===== src/hdl/voltage_band_color_gradient_unit_assert.svh =====
// ----------------------------------------------------------------------------
// Assertion macros for the voltage band color gradient unit
// Expect clk and rst_n in scope at the point of use.
// ----------------------------------------------------------------------------
`ifndef VOLTAGE_BAND_COLOR_GRADIENT_UNIT_ASSERT_SVH
`define VOLTAGE_BAND_COLOR_GRADIENT_UNIT_ASSERT_SVH

// same-cycle implication
`define VBCG_ASSERT_IMP(lbl, ante, cons, msg) \
  lbl: assert property (@(posedge clk) disable iff (!rst_n) (ante) |-> (cons)) \
    else $error(msg);

// next-cycle implication
`define VBCG_ASSERT_NXT(lbl, ante, cons, msg) \
  lbl: assert property (@(posedge clk) disable iff (!rst_n) (ante) |=> (cons)) \
    else $error(msg);

`endif


===== src/hdl/vbcg_pkg.sv =====
// ----------------------------------------------------------------------------
// vbcg_pkg
// Types and constants of the voltage band color gradient unit.
// ----------------------------------------------------------------------------
`timescale 1ns / 1ps

package vbcg_pkg;

  localparam int FRAC_BITS = 12;
  localparam int F_W       = FRAC_BITS + 1;   // fraction incl. the value one
  localparam int LIM_W     = 16;              // unsigned band limit
  localparam int CMP_W     = LIM_W + 1;       // signed compare width
  localparam int LVL_W     = 15;
  localparam int CFG_W     = 48;
  localparam int CFG_IDX_W = 3;
  localparam int RGB_W     = 24;
  localparam int PROD_W    = F_W + 10;        // 9-bit channel delta times fraction

  localparam logic [CFG_IDX_W-1:0] REG_LEVEL_V0    = 3'd0;
  localparam logic [CFG_IDX_W-1:0] REG_LEVEL_V1    = 3'd1;
  localparam logic [CFG_IDX_W-1:0] REG_LEVEL_V2    = 3'd2;
  localparam logic [CFG_IDX_W-1:0] REG_LEVEL_V3    = 3'd3;
  localparam logic [CFG_IDX_W-1:0] REG_COLORS_12   = 3'd4;
  localparam logic [CFG_IDX_W-1:0] REG_COLORS_34   = 3'd5;
  localparam logic [CFG_IDX_W-1:0] REG_COLOR_FIVE  = 3'd6;
  localparam logic [CFG_IDX_W-1:0] REG_BACKGROUND  = 3'd7;

  localparam logic [LVL_W-1:0] RST_LEVEL_V0 = 15'd3809;
  localparam logic [LVL_W-1:0] RST_LEVEL_V1 = 15'd3891;
  localparam logic [LVL_W-1:0] RST_LEVEL_V2 = 15'd4260;
  localparam logic [LVL_W-1:0] RST_LEVEL_V3 = 15'd4301;

  localparam logic [LIM_W-1:0] LIM_FIVE = LIM_W'(5 << FRAC_BITS);
  localparam logic [CMP_W-1:0] TWO_Q    = CMP_W'(2 << FRAC_BITS);
  localparam logic [F_W-1:0]   ONE_Q    = F_W'(1 << FRAC_BITS);

  // floor(x / 5) == (x * RECIP5) >> RECIP5_SH for x < 2**18
  localparam int               RECIP5_SH = 18;
  localparam logic [15:0]      RECIP5    = 16'd52429;

  localparam logic [RGB_W-1:0] WHITE_RGB = 24'hFFFFFF;

  typedef struct packed {
    logic               has_value;
    logic signed [15:0] voltage;
  } vbcg_in_t;

  typedef struct packed {
    logic [RGB_W-1:0] pixel_color;
    logic             color_written;
  } vbcg_out_t;

  // control that rides along the pipe with each word
  typedef struct packed {
    logic       has_value;
    logic       match;
    logic [2:0] band;
    logic       f_zero;
    logic       f_one;
  } vbcg_side_t;

endpackage


===== src/hdl/voltage_band_color_gradient_unit.sv =====
// Throughput: one word per cycle while in_stall is low; the fraction divider is a chain of
// FRAC_BITS one-bit restoring stages, one quotient bit per stage.
// A two-entry output (register + skid) keeps in_stall a registered signal.
// Reset (rst_n low, synchronous): pipe and output emptied, registers to defaults.
// ----------------------------------------------------------------------------
// voltage_band_color_gradient_unit
// Maps a cell voltage to a color by linear blending inside eight bands.
// ----------------------------------------------------------------------------
`timescale 1ns / 1ps
`include "voltage_band_color_gradient_unit_assert.svh"

module voltage_band_color_gradient_unit (
  input  logic                           clk,
  input  logic                           rst_n,
  input  logic                           cfg_we,
  input  logic [vbcg_pkg::CFG_IDX_W-1:0] cfg_index,
  input  logic [vbcg_pkg::CFG_W-1:0]     cfg_wdata,
  input  logic                           in_valid,
  output logic                           in_stall,
  input  vbcg_pkg::vbcg_in_t             in_data,
  output logic                           out_valid,
  input  logic                           out_stall,
  output vbcg_pkg::vbcg_out_t            out_data
);
  import vbcg_pkg::*;

  // ---------------- configuration ----------------
  logic [LVL_W-1:0] level_v0_r, level_v1_r, level_v2_r, level_v3_r;
  logic [CFG_W-1:0] colors_12_r, colors_34_r;
  logic [RGB_W-1:0] color_five_r, background_r;

  always_ff @(posedge clk) begin
    if (!rst_n) begin
      level_v0_r   <= RST_LEVEL_V0;
      level_v1_r   <= RST_LEVEL_V1;
      level_v2_r   <= RST_LEVEL_V2;
      level_v3_r   <= RST_LEVEL_V3;
      colors_12_r  <= '0;
      colors_34_r  <= '0;
      color_five_r <= '0;
      background_r <= '0;
    end else if (cfg_we) begin
      case (cfg_index)
        REG_LEVEL_V0:   level_v0_r   <= cfg_wdata[LVL_W-1:0];
        REG_LEVEL_V1:   level_v1_r   <= cfg_wdata[LVL_W-1:0];
        REG_LEVEL_V2:   level_v2_r   <= cfg_wdata[LVL_W-1:0];
        REG_LEVEL_V3:   level_v3_r   <= cfg_wdata[LVL_W-1:0];
        REG_COLORS_12:  colors_12_r  <= cfg_wdata;
        REG_COLORS_34:  colors_34_r  <= cfg_wdata;
        REG_COLOR_FIVE: color_five_r <= cfg_wdata[RGB_W-1:0];
        REG_BACKGROUND: background_r <= cfg_wdata[RGB_W-1:0];
        default: ;
      endcase
    end
  end

  // derived limits, recomputed every cycle; the user must send no word before they settle, not enforced
  logic [17:0]      v0x4, v3x6;
  logic [33:0]      lim1_prod, lim7_prod;
  logic [LIM_W-1:0] lim1_r, lim3_r, lim7_r;
  logic [LIM_W-1:0] lim1_nxt, lim3_nxt, lim7_nxt;
  logic [LIM_W-1:0] lim [0:8];
  logic [RGB_W-1:0] col [0:8];

  always_comb begin
    v0x4      = {1'b0, level_v0_r, 2'b00};
    v3x6      = {1'b0, level_v3_r, 2'b00} + {2'b00, level_v3_r, 1'b0};
    lim1_prod = 34'(v0x4) * 34'(RECIP5);
    lim7_prod = 34'(v3x6) * 34'(RECIP5);
    lim1_nxt  = lim1_prod[RECIP5_SH +: LIM_W];
    lim7_nxt  = lim7_prod[RECIP5_SH +: LIM_W];
    lim3_nxt  = ({1'b0, level_v0_r} + {1'b0, level_v1_r}) >> 1;
  end

  always_ff @(posedge clk) begin
    lim1_r <= lim1_nxt;
    lim3_r <= lim3_nxt;
    lim7_r <= lim7_nxt;
  end

  always_comb begin
    lim[0] = '0;
    lim[1] = lim1_r;
    lim[2] = {1'b0, level_v0_r};
    lim[3] = lim3_r;
    lim[4] = {1'b0, level_v1_r};
    lim[5] = {1'b0, level_v2_r};
    lim[6] = {1'b0, level_v3_r};
    lim[7] = lim7_r;
    lim[8] = LIM_FIVE;
    col[0] = WHITE_RGB;
    col[1] = colors_12_r[RGB_W-1:0];
    col[2] = colors_12_r[RGB_W-1:0];
    col[3] = colors_12_r[CFG_W-1:RGB_W];
    col[4] = colors_12_r[CFG_W-1:RGB_W];
    col[5] = colors_34_r[RGB_W-1:0];
    col[6] = colors_34_r[CFG_W-1:RGB_W];
    col[7] = color_five_r;
    col[8] = WHITE_RGB;
  end

  // ---------------- pipe control ----------------
  logic skid_full_r;
  logic en;

  assign en       = !skid_full_r;
  assign in_stall = skid_full_r;

  // ---------------- stage 1: input word ----------------
  logic     s1_valid_r;
  vbcg_in_t s1_in_r;

  always_ff @(posedge clk) begin
    if (!rst_n) s1_valid_r <= 1'b0;
    else if (en) s1_valid_r <= in_valid;
  end

  always_ff @(posedge clk) begin
    if (en) s1_in_r <= in_data;
  end

  // ---------------- stage 2: compare against upper limits ----------------
  logic                    s2_valid_r;
  vbcg_in_t                s2_in_r;
  logic [7:0]              s2_lt_r, s2_lt_nxt;
  logic                    s2_gt2_r, s2_gt2_nxt;
  logic signed [CMP_W-1:0] s1_vs;

  always_comb begin
    s1_vs = CMP_W'(s1_in_r.voltage);
    for (int k = 0; k < 8; k++) begin
      s2_lt_nxt[k] = s1_vs < $signed({1'b0, lim[k+1]});
    end
    s2_gt2_nxt = s1_vs > $signed(TWO_Q);
  end

  always_ff @(posedge clk) begin
    if (!rst_n) s2_valid_r <= 1'b0;
    else if (en) s2_valid_r <= s1_valid_r;
  end

  always_ff @(posedge clk) begin
    if (en) begin
      s2_in_r  <= s1_in_r;
      s2_lt_r  <= s2_lt_nxt;
      s2_gt2_r <= s2_gt2_nxt;
    end
  end

  // ---------------- stage 3: band select, divider operands ----------------
  // stage 0 of the divider arrays is this stage
  logic             dv_valid_r [0:FRAC_BITS];
  vbcg_side_t       dv_side_r  [0:FRAC_BITS];
  logic [LIM_W-1:0] dv_rem_r   [0:FRAC_BITS];
  logic [LIM_W-1:0] dv_den_r   [0:FRAC_BITS];
  logic [FRAC_BITS-1:0] dv_q_r [0:FRAC_BITS];

  vbcg_side_t       dv_side_nxt [0:FRAC_BITS];
  logic [LIM_W-1:0] dv_rem_nxt  [0:FRAC_BITS];
  logic [LIM_W-1:0] dv_den_nxt  [0:FRAC_BITS];
  logic [FRAC_BITS-1:0] dv_q_nxt [0:FRAC_BITS];

  vbcg_side_t       s3_side;
  logic [LIM_W-1:0] s3_lo, s3_hi, s3_num, s3_den, s3_v;

  always_comb begin
    s3_side           = '0;
    s3_side.has_value = s2_in_r.has_value;
    s3_side.match     = |s2_lt_r;
    for (int k = 7; k >= 0; k--) begin
      if (s2_lt_r[k]) s3_side.band = 3'(k);
    end
    s3_lo  = lim[{1'b0, s3_side.band}];
    s3_hi  = lim[{1'b0, s3_side.band} + 4'd1];
    s3_v   = s2_in_r.voltage[LIM_W-1:0];
    s3_num = s3_v - s3_lo;
    s3_den = s3_hi - s3_lo;
    // below zero -> 0; above two -> 1; empty band -> 0;
    // reversed limits -> quotient saturates at 1; below lower limit -> 0
    if (s2_in_r.voltage[15]) begin
      s3_side.f_zero = 1'b1;
    end else if (s2_gt2_r) begin
      s3_side.f_one = 1'b1;
    end else if (s3_lo == s3_hi) begin
      s3_side.f_zero = 1'b1;
    end else if (s3_lo > s3_hi) begin
      s3_side.f_one = 1'b1;
    end else if (s3_v < s3_lo) begin
      s3_side.f_zero = 1'b1;
    end
  end

  // one restoring step per stage; remainder stays below the divisor when the voltage is inside its band
  logic [LIM_W:0] dv_t   [0:FRAC_BITS-1];
  logic [LIM_W:0] dv_sub [0:FRAC_BITS-1];
  logic           dv_ge  [0:FRAC_BITS-1];

  always_comb begin
    dv_side_nxt[0] = s3_side;
    dv_rem_nxt[0]  = s3_num;
    dv_den_nxt[0]  = s3_den;
    dv_q_nxt[0]    = '0;
    for (int k = 0; k < FRAC_BITS; k++) begin
      dv_t[k]          = {dv_rem_r[k], 1'b0};
      dv_sub[k]        = dv_t[k] - {1'b0, dv_den_r[k]};
      dv_ge[k]         = dv_t[k] >= {1'b0, dv_den_r[k]};
      dv_side_nxt[k+1] = dv_side_r[k];
      dv_den_nxt[k+1]  = dv_den_r[k];
      dv_rem_nxt[k+1]  = dv_ge[k] ? dv_sub[k][LIM_W-1:0] : dv_t[k][LIM_W-1:0];
      dv_q_nxt[k+1]    = {dv_q_r[k][FRAC_BITS-2:0], dv_ge[k]};
    end
  end

  always_ff @(posedge clk) begin
    if (!rst_n) begin
      for (int k = 0; k <= FRAC_BITS; k++) dv_valid_r[k] <= 1'b0;
    end else if (en) begin
      dv_valid_r[0] <= s2_valid_r;
      for (int k = 1; k <= FRAC_BITS; k++) dv_valid_r[k] <= dv_valid_r[k-1];
    end
  end

  always_ff @(posedge clk) begin
    if (en) begin
      for (int k = 0; k <= FRAC_BITS; k++) begin
        dv_side_r[k] <= dv_side_nxt[k];
        dv_rem_r[k]  <= dv_rem_nxt[k];
        dv_den_r[k]  <= dv_den_nxt[k];
        dv_q_r[k]    <= dv_q_nxt[k];
      end
    end
  end

  // ---------------- color select stage ----------------
  logic             c_valid_r;
  vbcg_side_t       c_side_r;
  logic [F_W-1:0]   c_f_r, c_f_nxt;
  logic [RGB_W-1:0] c_ca_r, c_cb_r;
  vbcg_side_t       dv_last;

  always_comb begin
    dv_last = dv_side_r[FRAC_BITS];
    if (dv_last.f_zero)     c_f_nxt = '0;
    else if (dv_last.f_one) c_f_nxt = ONE_Q;
    else                    c_f_nxt = {1'b0, dv_q_r[FRAC_BITS]};
  end

  always_ff @(posedge clk) begin
    if (!rst_n) c_valid_r <= 1'b0;
    else if (en) c_valid_r <= dv_valid_r[FRAC_BITS];
  end

  always_ff @(posedge clk) begin
    if (en) begin
      c_side_r <= dv_last;
      c_f_r    <= c_f_nxt;
      c_ca_r   <= col[{1'b0, dv_last.band}];
      c_cb_r   <= col[{1'b0, dv_last.band} + 4'd1];
    end
  end

  // ---------------- blend multiply stage ----------------
  // ((ONE - f) * a + f * b) >> FB == a + floor(f * (b - a) / ONE)
  logic                     m_valid_r;
  vbcg_side_t               m_side_r;
  logic [RGB_W-1:0]         m_ca_r;
  logic signed [PROD_W-1:0] m_prod_r   [0:2];
  logic signed [PROD_W-1:0] m_prod_nxt [0:2];
  logic signed [8:0]        c_diff     [0:2];

  always_comb begin
    for (int ch = 0; ch < 3; ch++) begin
      c_diff[ch]     = $signed({1'b0, c_cb_r[8*ch +: 8]}) - $signed({1'b0, c_ca_r[8*ch +: 8]});
      m_prod_nxt[ch] = c_diff[ch] * $signed({1'b0, c_f_r});
    end
  end

  always_ff @(posedge clk) begin
    if (!rst_n) m_valid_r <= 1'b0;
    else if (en) m_valid_r <= c_valid_r;
  end

  always_ff @(posedge clk) begin
    if (en) begin
      m_side_r <= c_side_r;
      m_ca_r   <= c_ca_r;
      for (int ch = 0; ch < 3; ch++) m_prod_r[ch] <= m_prod_nxt[ch];
    end
  end

  // ---------------- result and output buffer ----------------
  logic signed [PROD_W-1:0] m_shift [0:2];
  logic [RGB_W-1:0]         m_blend;
  vbcg_out_t                res;

  always_comb begin
    for (int ch = 0; ch < 3; ch++) begin
      m_shift[ch]         = m_prod_r[ch] >>> FRAC_BITS;
      m_blend[8*ch +: 8]  = m_ca_r[8*ch +: 8] + m_shift[ch][7:0];
    end
    if (!m_side_r.has_value) begin
      res.pixel_color   = background_r;
      res.color_written = 1'b1;
    end else if (!m_side_r.match) begin
      res.pixel_color   = '0;
      res.color_written = 1'b0;
    end else begin
      res.pixel_color   = m_blend;
      res.color_written = 1'b1;
    end
  end

  logic      out_valid_r, out_valid_nxt;
  logic      skid_full_nxt;
  vbcg_out_t out_data_r, out_data_nxt;
  vbcg_out_t skid_data_r, skid_data_nxt;
  logic      take;

  assign take = out_valid_r && !out_stall;

  always_comb begin
    out_valid_nxt = out_valid_r;
    skid_full_nxt = skid_full_r;
    out_data_nxt  = out_data_r;
    skid_data_nxt = skid_data_r;
    if (skid_full_r) begin
      // pipe is frozen; drain the skid word once the output moves
      if (take) begin
        out_data_nxt  = skid_data_r;
        skid_full_nxt = 1'b0;
      end
    end else if (m_valid_r) begin
      if (!out_valid_r || take) begin
        out_valid_nxt = 1'b1;
        out_data_nxt  = res;
      end else begin
        skid_full_nxt = 1'b1;
        skid_data_nxt = res;
      end
    end else if (take) begin
      out_valid_nxt = 1'b0;
    end
  end

  always_ff @(posedge clk) begin
    if (!rst_n) begin
      out_valid_r <= 1'b0;
      skid_full_r <= 1'b0;
    end else begin
      out_valid_r <= out_valid_nxt;
      skid_full_r <= skid_full_nxt;
    end
  end

  always_ff @(posedge clk) begin
    out_data_r  <= out_data_nxt;
    skid_data_r <= skid_data_nxt;
  end

  assign out_valid = out_valid_r;
  assign out_data  = out_data_r;

  // ---------------- assertions ----------------
  `VBCG_ASSERT_IMP(a_skid_behind_out, skid_full_r, out_valid_r, "skid word without output word")
  `VBCG_ASSERT_NXT(a_take_drains_skid, take, !skid_full_r, "skid still full after a take")
  `VBCG_ASSERT_IMP(a_frac_le_one, c_valid_r, c_f_r <= ONE_Q, "blend fraction above one")
  `VBCG_ASSERT_NXT(a_frozen_pipe, skid_full_r && out_stall, $stable(c_f_r) && $stable(m_valid_r), "pipe moved while frozen")

endmodule

===== config.mk =====
export PLATFORM = sky130hd
export DESIGN_NAME = voltage_band_color_gradient_unit
export DESIGN_NICKNAME = d
export VERILOG_FILES = /design/src/hdl/vbcg_pkg.sv /design/src/hdl/voltage_band_color_gradient_unit.sv
export VERILOG_INCLUDE_DIRS = /design/src /design/src/hdl
export SDC_FILE = /design/constraint.sdc
export NUM_CORES = 2
export LEC_CHECK = 0
export BUFFER_PORTS_ARGS = -buffer_cell sky130_fd_sc_hd__buf_2
export CAP_MARGIN = 0
export CELL_PAD_IN_SITES_DETAIL_PLACEMENT = 0
export CELL_PAD_IN_SITES_GLOBAL_PLACEMENT = 1
export CORE_ASPECT_RATIO = 2
export CORE_UTILIZATION = 53
export CTS_BUF_LIST = sky130_fd_sc_hd__clkbuf_4 sky130_fd_sc_hd__clkbuf_8
export CTS_CLUSTER_SIZE = 8
export DETAILED_ROUTE_END_ITERATION = 8
export PLACE_DENSITY = 0.79
export SLEW_MARGIN = 20
export SYNTH_ARGS = -nofsm -noshare
export SYNTH_HDL_FRONTEND = slang
export SYNTH_SLANG_ARGS = --single-unit

===== constraint.sdc =====
create_clock -name clk -period 27.8 [get_ports clk]
set_input_delay 1.39 -clock clk [delete_from_list [all_inputs] [get_ports clk]]
set_output_delay 1.39 -clock clk [all_outputs]
set_load 0.02 [all_outputs]

### Word-level counts from Yosys, hierarchy flattened

Memories as Yosys holds them, arrays and structs flattened. A register that Yosys moved wholly into a read port is not among the register bits.
Cells that the tools add are included.

* register bits: 437
* input port bits: 73
* output and inout port bits: 27
* ROM bits: 0
* latch bits: 0
* memories: 6
* RAM bits: 745
* logic and storage cells: 221

* shifts and indexed selects: 0
* multipliers: 5
* div/mod/pow operators: 0
* $add $sub $neg: 24
* reductions and logical operators: 23
* multiplexer cells: 72
* bitwise logic cells: 19
* equality and inequality tests: 10
* order comparisons: 27

Memory list
* dv_den_r: depth 13, bits a word 16, read ports 12, clocked after Yosys merged registers in 0, wr ports 13, RTL line voltage_band_color_gradient_unit.sv:155 `logic [LIM_W-1:0] dv_den_r [0:FRAC_BITS];`
* dv_rem_r: depth 13, bits a word 16, read ports 12, clocked after Yosys merged registers in 0, wr ports 13, RTL line voltage_band_color_gradient_unit.sv:154 `logic [LIM_W-1:0] dv_rem_r [0:FRAC_BITS];`
* dv_q_r: depth 13, bits a word 12, read ports 13, clocked after Yosys merged registers in 0, wr ports 13, RTL line voltage_band_color_gradient_unit.sv:156 `logic [FRAC_BITS-1:0] dv_q_r [0:FRAC_BITS];`
* dv_side_r: depth 13, bits a word 7, read ports 13, clocked after Yosys merged registers in 0, wr ports 13, RTL line voltage_band_color_gradient_unit.sv:153 `vbcg_side_t dv_side_r [0:FRAC_BITS];`
* m_prod_r: depth 3, bits a word 23, read ports 3, clocked after Yosys merged registers in 0, wr ports 3, RTL line voltage_band_color_gradient_unit.sv:267 `logic signed [PROD_W-1:0] m_prod_r [0:2];`
* dv_valid_r: depth 13, bits a word 1, read ports 13, clocked after Yosys merged registers in 1, wr ports 13, RTL line voltage_band_color_gradient_unit.sv:152 `logic dv_valid_r [0:FRAC_BITS];`

Operator list (number)
* 16-bit 2-to-1 mux: 16
* 16-bit subtractor: 14
* 17-bit by 16-bit >= comparator with 1-bit output: 12
* 24-bit binary-select mux with 4-bit select: 2
* 25-bit 2-to-1 mux: 6
* 16-bit binary-select mux with 4-bit select: 2
* 16-bit less-than comparator: 7
* 24-bit 2-to-1 mux: 4
* 9-bit by 14-bit multiplier with 23-bit output: 3
* 18-bit by 16-bit multiplier with 34-bit output, second input constant: 1
* 1-bit 2-to-1 mux: 33
* 15-bit by 16-bit multiplier with 31-bit output, second input constant: 1
* 8-bit by 8-bit subtractor with 9-bit output: 3
* 8-bit adder: 3
* 3-bit 2-to-1 mux: 8
* 5-bit >= comparator, second input constant: 4
* 17-bit by 16-bit adder with 18-bit output: 1
* 16-bit by 17-bit less-than comparator with 1-bit output: 1
* 15-bit by 15-bit adder with 16-bit output: 1
* 16-bit equality test: 1
* 16-bit by 15-bit > comparator with 1-bit output, second input constant: 1
* 16-bit > comparator: 1
* 16-bit less-than comparator, second input constant: 1
* 2-bit AND reduction: 8
* 18 further kinds: 46

### Depth between registers and ports, before layout

* word-level depth: 18
* depth in mapped cells: 32
* depth with buffers taken out: 32

### Worst setup path before layout

No wires, ideal clock.

* path type: flip-flop to flip-flop
* start point: register skid_full_r, in the netlist in_stall
* end point: register out_data_r (netlist bit out_data[0]), enable pin
* library setup time: 445 ps
* required time: 27355 ps
* arrival time: 24112 ps
* setup slack: 3243 ps
* path buffers: 2
* clock period less this slack: 24557 ps
* stages on the path, launching flop included: 6
* cells stage by stage: dfxtp_1 clkbuf_1 inv_2 buf_1 nand2_1 a21boi_0

* longest elaborated chain between the ends: 2
* elaborated cells on any way between the ends: 4
* classes of those cells: eq/ne: 1; reduce/logical: 3

RTL lines
* from (decl): RTL line voltage_band_color_gradient_unit.sv:103 `logic skid_full_r;`
* from (signal assigned): RTL line voltage_band_color_gradient_unit.sv:351 `skid_full_r <= skid_full_nxt;`
* 2-bit by 1-bit inequality test with 1-bit output (no line) or 2-bit nonzero test (tied branches)
* 3-bit AND reduction (no line) *
* to (signal assigned): RTL line voltage_band_color_gradient_unit.sv:356 `out_data_r <= out_data_nxt;`
* to (decl): RTL line voltage_band_color_gradient_unit.sv:315 `vbcg_out_t out_data_r, out_data_nxt;`

Mark *: on every way between the ends. The rest lies on a longest branch, timed or not.
A chain may end at the register's enable or synchronous reset.

### Worst setup path after layout

* start point: register level_v3_r[0]
* end point: register lim7_r[14]

* longest elaborated chain between the ends: 2

RTL lines
* from (decl): RTL line voltage_band_color_gradient_unit.sv:28 `logic [LVL_W-1:0] level_v0_r, level_v1_r, level_v2_r, level_v3_r;`
* from (signal assigned): RTL line voltage_band_color_gradient_unit.sv:47 `REG_LEVEL_V3: level_v3_r <= cfg_wdata[LVL_W-1:0];`
* 17-bit by 16-bit adder with 18-bit output: RTL line voltage_band_color_gradient_unit.sv:67 `v3x6 = {1'b0, level_v3_r, 2'b00} + {2'b00, level_v3_r, 1'b0};`
* 18-bit by 16-bit multiplier with 34-bit output: RTL line voltage_band_color_gradient_unit.sv:69 `lim7_prod = 34'(v3x6) * 34'(RECIP5);`
* named net lim7_prod[32]: RTL line voltage_band_color_gradient_unit.sv:59 `logic [33:0] lim1_prod, lim7_prod;`
* to (signal assigned): RTL line voltage_band_color_gradient_unit.sv:78 `lim7_r <= lim7_nxt;`
* to (decl): RTL line voltage_band_color_gradient_unit.sv:60 `logic [LIM_W-1:0] lim1_r, lim3_r, lim7_r;`

The timed path passes the listed nets, and every way through them passes these cells.

==> metrics.csv <==
stage,metric,value,unit
floorplan,start_util,0.535,
detailed_routing,num_vias,51400,
logic_synthesis,synthTopCellsByArea,"edfxtp_1 (31%), ha_1 (13%), fa_1 (11%)",
worst_setup_path,timing.rr.start,level_v3_r[0],
clock_tree,cts-htree-levels,4,
floorplan,die_x,265,um
worst_setup_path,r2r_slack,19.16,ns
logic_synthesis,yosysSeqAreaShare,0.384,
cells_and_area,layout-drive-gt1-share,0.0999,
clock_tree,root_buffer,clkbuf_8,
worst_setup_path,critical_path_arrival,9.36,ns
clock_tree,cts_inserted_buffers,165,
sta,finalMaxSlewViolations,0,
logic_synthesis,syn-cell-area,73400,um^2
place,place_congestion,0.957,
logic_synthesis,netlist_instances,7044,
logic_synthesis,synth_flop_cell,edfxtp_1,
logic_synthesis,synth_top_area_frac,0.312,
grt,grt_pass1_vias,55200,
place,dp_cells,8831,
sta,final.setup.tns,0,ns
sta,period_needed,8.64,ns
min_path,holdPathEnd,dv_side_r[1][15],
sta,setup_viol,0,
worst_setup_path,cp.required,28.52,ns
sta,fmax,116,MHz
grt,grt_overflow,0,
clock_tree,post_cts_buffers,0,
floorplan,core-area,137000,um^2
cells_and_area,regArea,28200,um^2
cells_and_area,multi_input_area,40400,um^2
min_path,min_path_cells,0,
worst_setup_path,worstSetupStartpointType,flip-flop,
worst_setup_path,cp_max_fo,11,
grt,grt_pass1_wl,308,mm
clock_tree,cts_tree,done,
floorplan,ios,100,
clock_tree,cts_resized,0,
logic_synthesis,ys_top_cells_by_count,"inv_1 (1042), ha_1 (772), edfxtp_1 (763), nand2_1 (721), fa_1 (393)",
cells_and_area,area_delta_synth_final,7.61,%
sta,rsz0062_at_grt,false,
clock_tree,path_clk_slew,0.07,ns
cells_and_area,final_cells,9094,
logic_synthesis,synthMostInstantiatedCell,inv_1,
logic_synthesis,yosys_warnings,0,
worst_setup_path,worstSetupEndpointType,flip-flop,
grt,grt_start_max_net_pins,201,
worst_setup_path,worstSetupPathType,reg2reg,
detailed_routing,wl_per_cell,22.1,um
sta,timing.hold.ws,0.371,ns
floorplan,core.rowCount,192,
run,maxCapViolations,0,
logic_synthesis,avgSynthCellArea,10.4,um^2
detailed_routing,antenna_left,0,
floorplan,die_h,528,um
detailed_routing,drt_iter0_drc,2301,
logic_synthesis,synth-edff-count,763,
worst_setup_path,reg2reg_to,lim7_r[14],
place,hpwl,156,mm
min_path,min-delay-start,dv_side_r[1][8],
sta,worstMarginPinSlew,1.09,ns
detailed_routing,dr.pass1.iters,5,
clock_tree,cts.sinks,1028,
clock_tree,cts_hold_buf,0,
sta,setup_slack,19.16,ns
logic_synthesis,synth_nets,8282,
clock_tree,insertion_delay,0.86,ns
clock_tree,cts_buffer_depth,4,
worst_setup_path,slowest_delay,0.55,ns
floorplan,dieArea,140000,um^2
sta,finalHoldViolations,0,
sta,slew_headroom,0.271,
cells_and_area,nFillCells,12000,
min_path,holdCritPathClass,reg2reg,
detailed_routing,drcViolationCount,0,
grt,track_usage,0.291,
logic_synthesis,synthArstFlopShare,0,
run_status,status,finished clean,
detailed_routing,via_per_inst,5.65,
detailed_routing,totalWireLength,201,mm
logic_synthesis,post-synth-top-area-cell,edfxtp_1,
place,dp_slack,19.23,ns
grt,grt_antenna_before_repair,6,
logic_synthesis,synth-seq-cells,1028,
worst_setup_path,crit_path_top_delay_cell,fa_1,
sta,post-route-period-util,0.311,
logic_synthesis,synth_cell_type_count,98,
place,port_buffers,99,
cells_and_area,nets,8393,
worst_setup_path,r2r_cells,33,
sta,finClkSkew,0.0895,ns
-- per-stage QoR --
step | utilization | area, um^2
2_1_floorplan | - | 73400
3_3_place_gp | 0.554 | 76000
3_5_place_dp | 0.554 | 76000
4_1_cts | 0.576 | 79000
5_1_grt | 0.576 | 79000
6_report | 0.576 | 79000
-- worst max-delay path by stage --
stage / start / end / slack [ns] / depth (start not counted)
after CTS: level_v3_r[0] / lim7_r[14] / 19.17 / 33
after floorplan: in_stall / out_data[0] / 3.24 / 5
after global routing: level_v3_r[0] / lim7_r[15] / 18.69 / 33
final: level_v3_r[0] / lim7_r[14] / 19.16 / 33
after global placement: level_v3_r[0] / lim7_r[14] / 19.20 / 33
after detailed placement: level_v3_r[0] / lim7_r[14] / 19.23 / 33
-- worst max-delay path: cells and delay by family, from the launching register on --
kind | cells | cell delay [ns]
multiplexers | 1 | 0.25
buffers and inverters | 6 | 0.49
XOR/XNOR | 1 | 0.15
flip-flops | 1 | 0.31
adder cells (fa/ha/maj) | 9 | 3.82
AND/OR/NAND/NOR | 2 | 0.50
AO/OA/AOI/OAI | 14 | 2.99
-- registers in the layout (all words and copies together), names as in the netlist, 16 cells and up --
name and cells:
m_ca_r 24, c_cb_r 24, out_data 25, background_r 24, lim7_r 16, s1_in_r 17
c_ca_r 24, dv_rem_r 192, skid_data_r 25, color_five_r 24, dv_q_r 78, colors_12_r 48
m_prod_r 24, dv_side_r 91, colors_34_r 48, dv_den_r 192, s3_v 16
-- layout make-up --
class	count	area share
Antenna cell	3	0.0000950
Inverter	1052	0.0501
Clock buffer	241	0.0364
Clock inverter	19	0.00226
Multi-Input combinational cell	4736	0.511
Tap cell	1843	0.0292
Sequential cell	1028	0.357
Timing Repair Buffer	172	0.0134
-- cell usage in the layout, fill, tap and decap left out, types with 170 or more instances in the layout --
cell type,count
and2_1,174
fa_1,393
dfxtp_1,264
a21oi_1,204
o21ai_0,218
edfxtp_1,763
inv_1,1042
ha_1,772
clkbuf_8,170
nand2_1,720
a21boi_0,214
nor2_1,341
-- cell families after synthesis --
family          share of synthesized area
flops                               0.384
buf+inv                            0.0671
compound gates                      0.115
xor+xnor                           0.0290
mux                                0.0474
fa+ha+maj                           0.239
simple gates                        0.118
-- per-layer routing --
layer	vias up	share of wire	global-route usage
met3	692	0.039	0.0378
met5	-	0.00026	0
met1	25100	0.31	0.258
li1	24400	-	-
met4	8	0.096	0.243
met2	1218	0.55	0.571
Power is not shown: default switching activity piles up to over one toggle a cycle in this logic, so the estimate is an artifact.
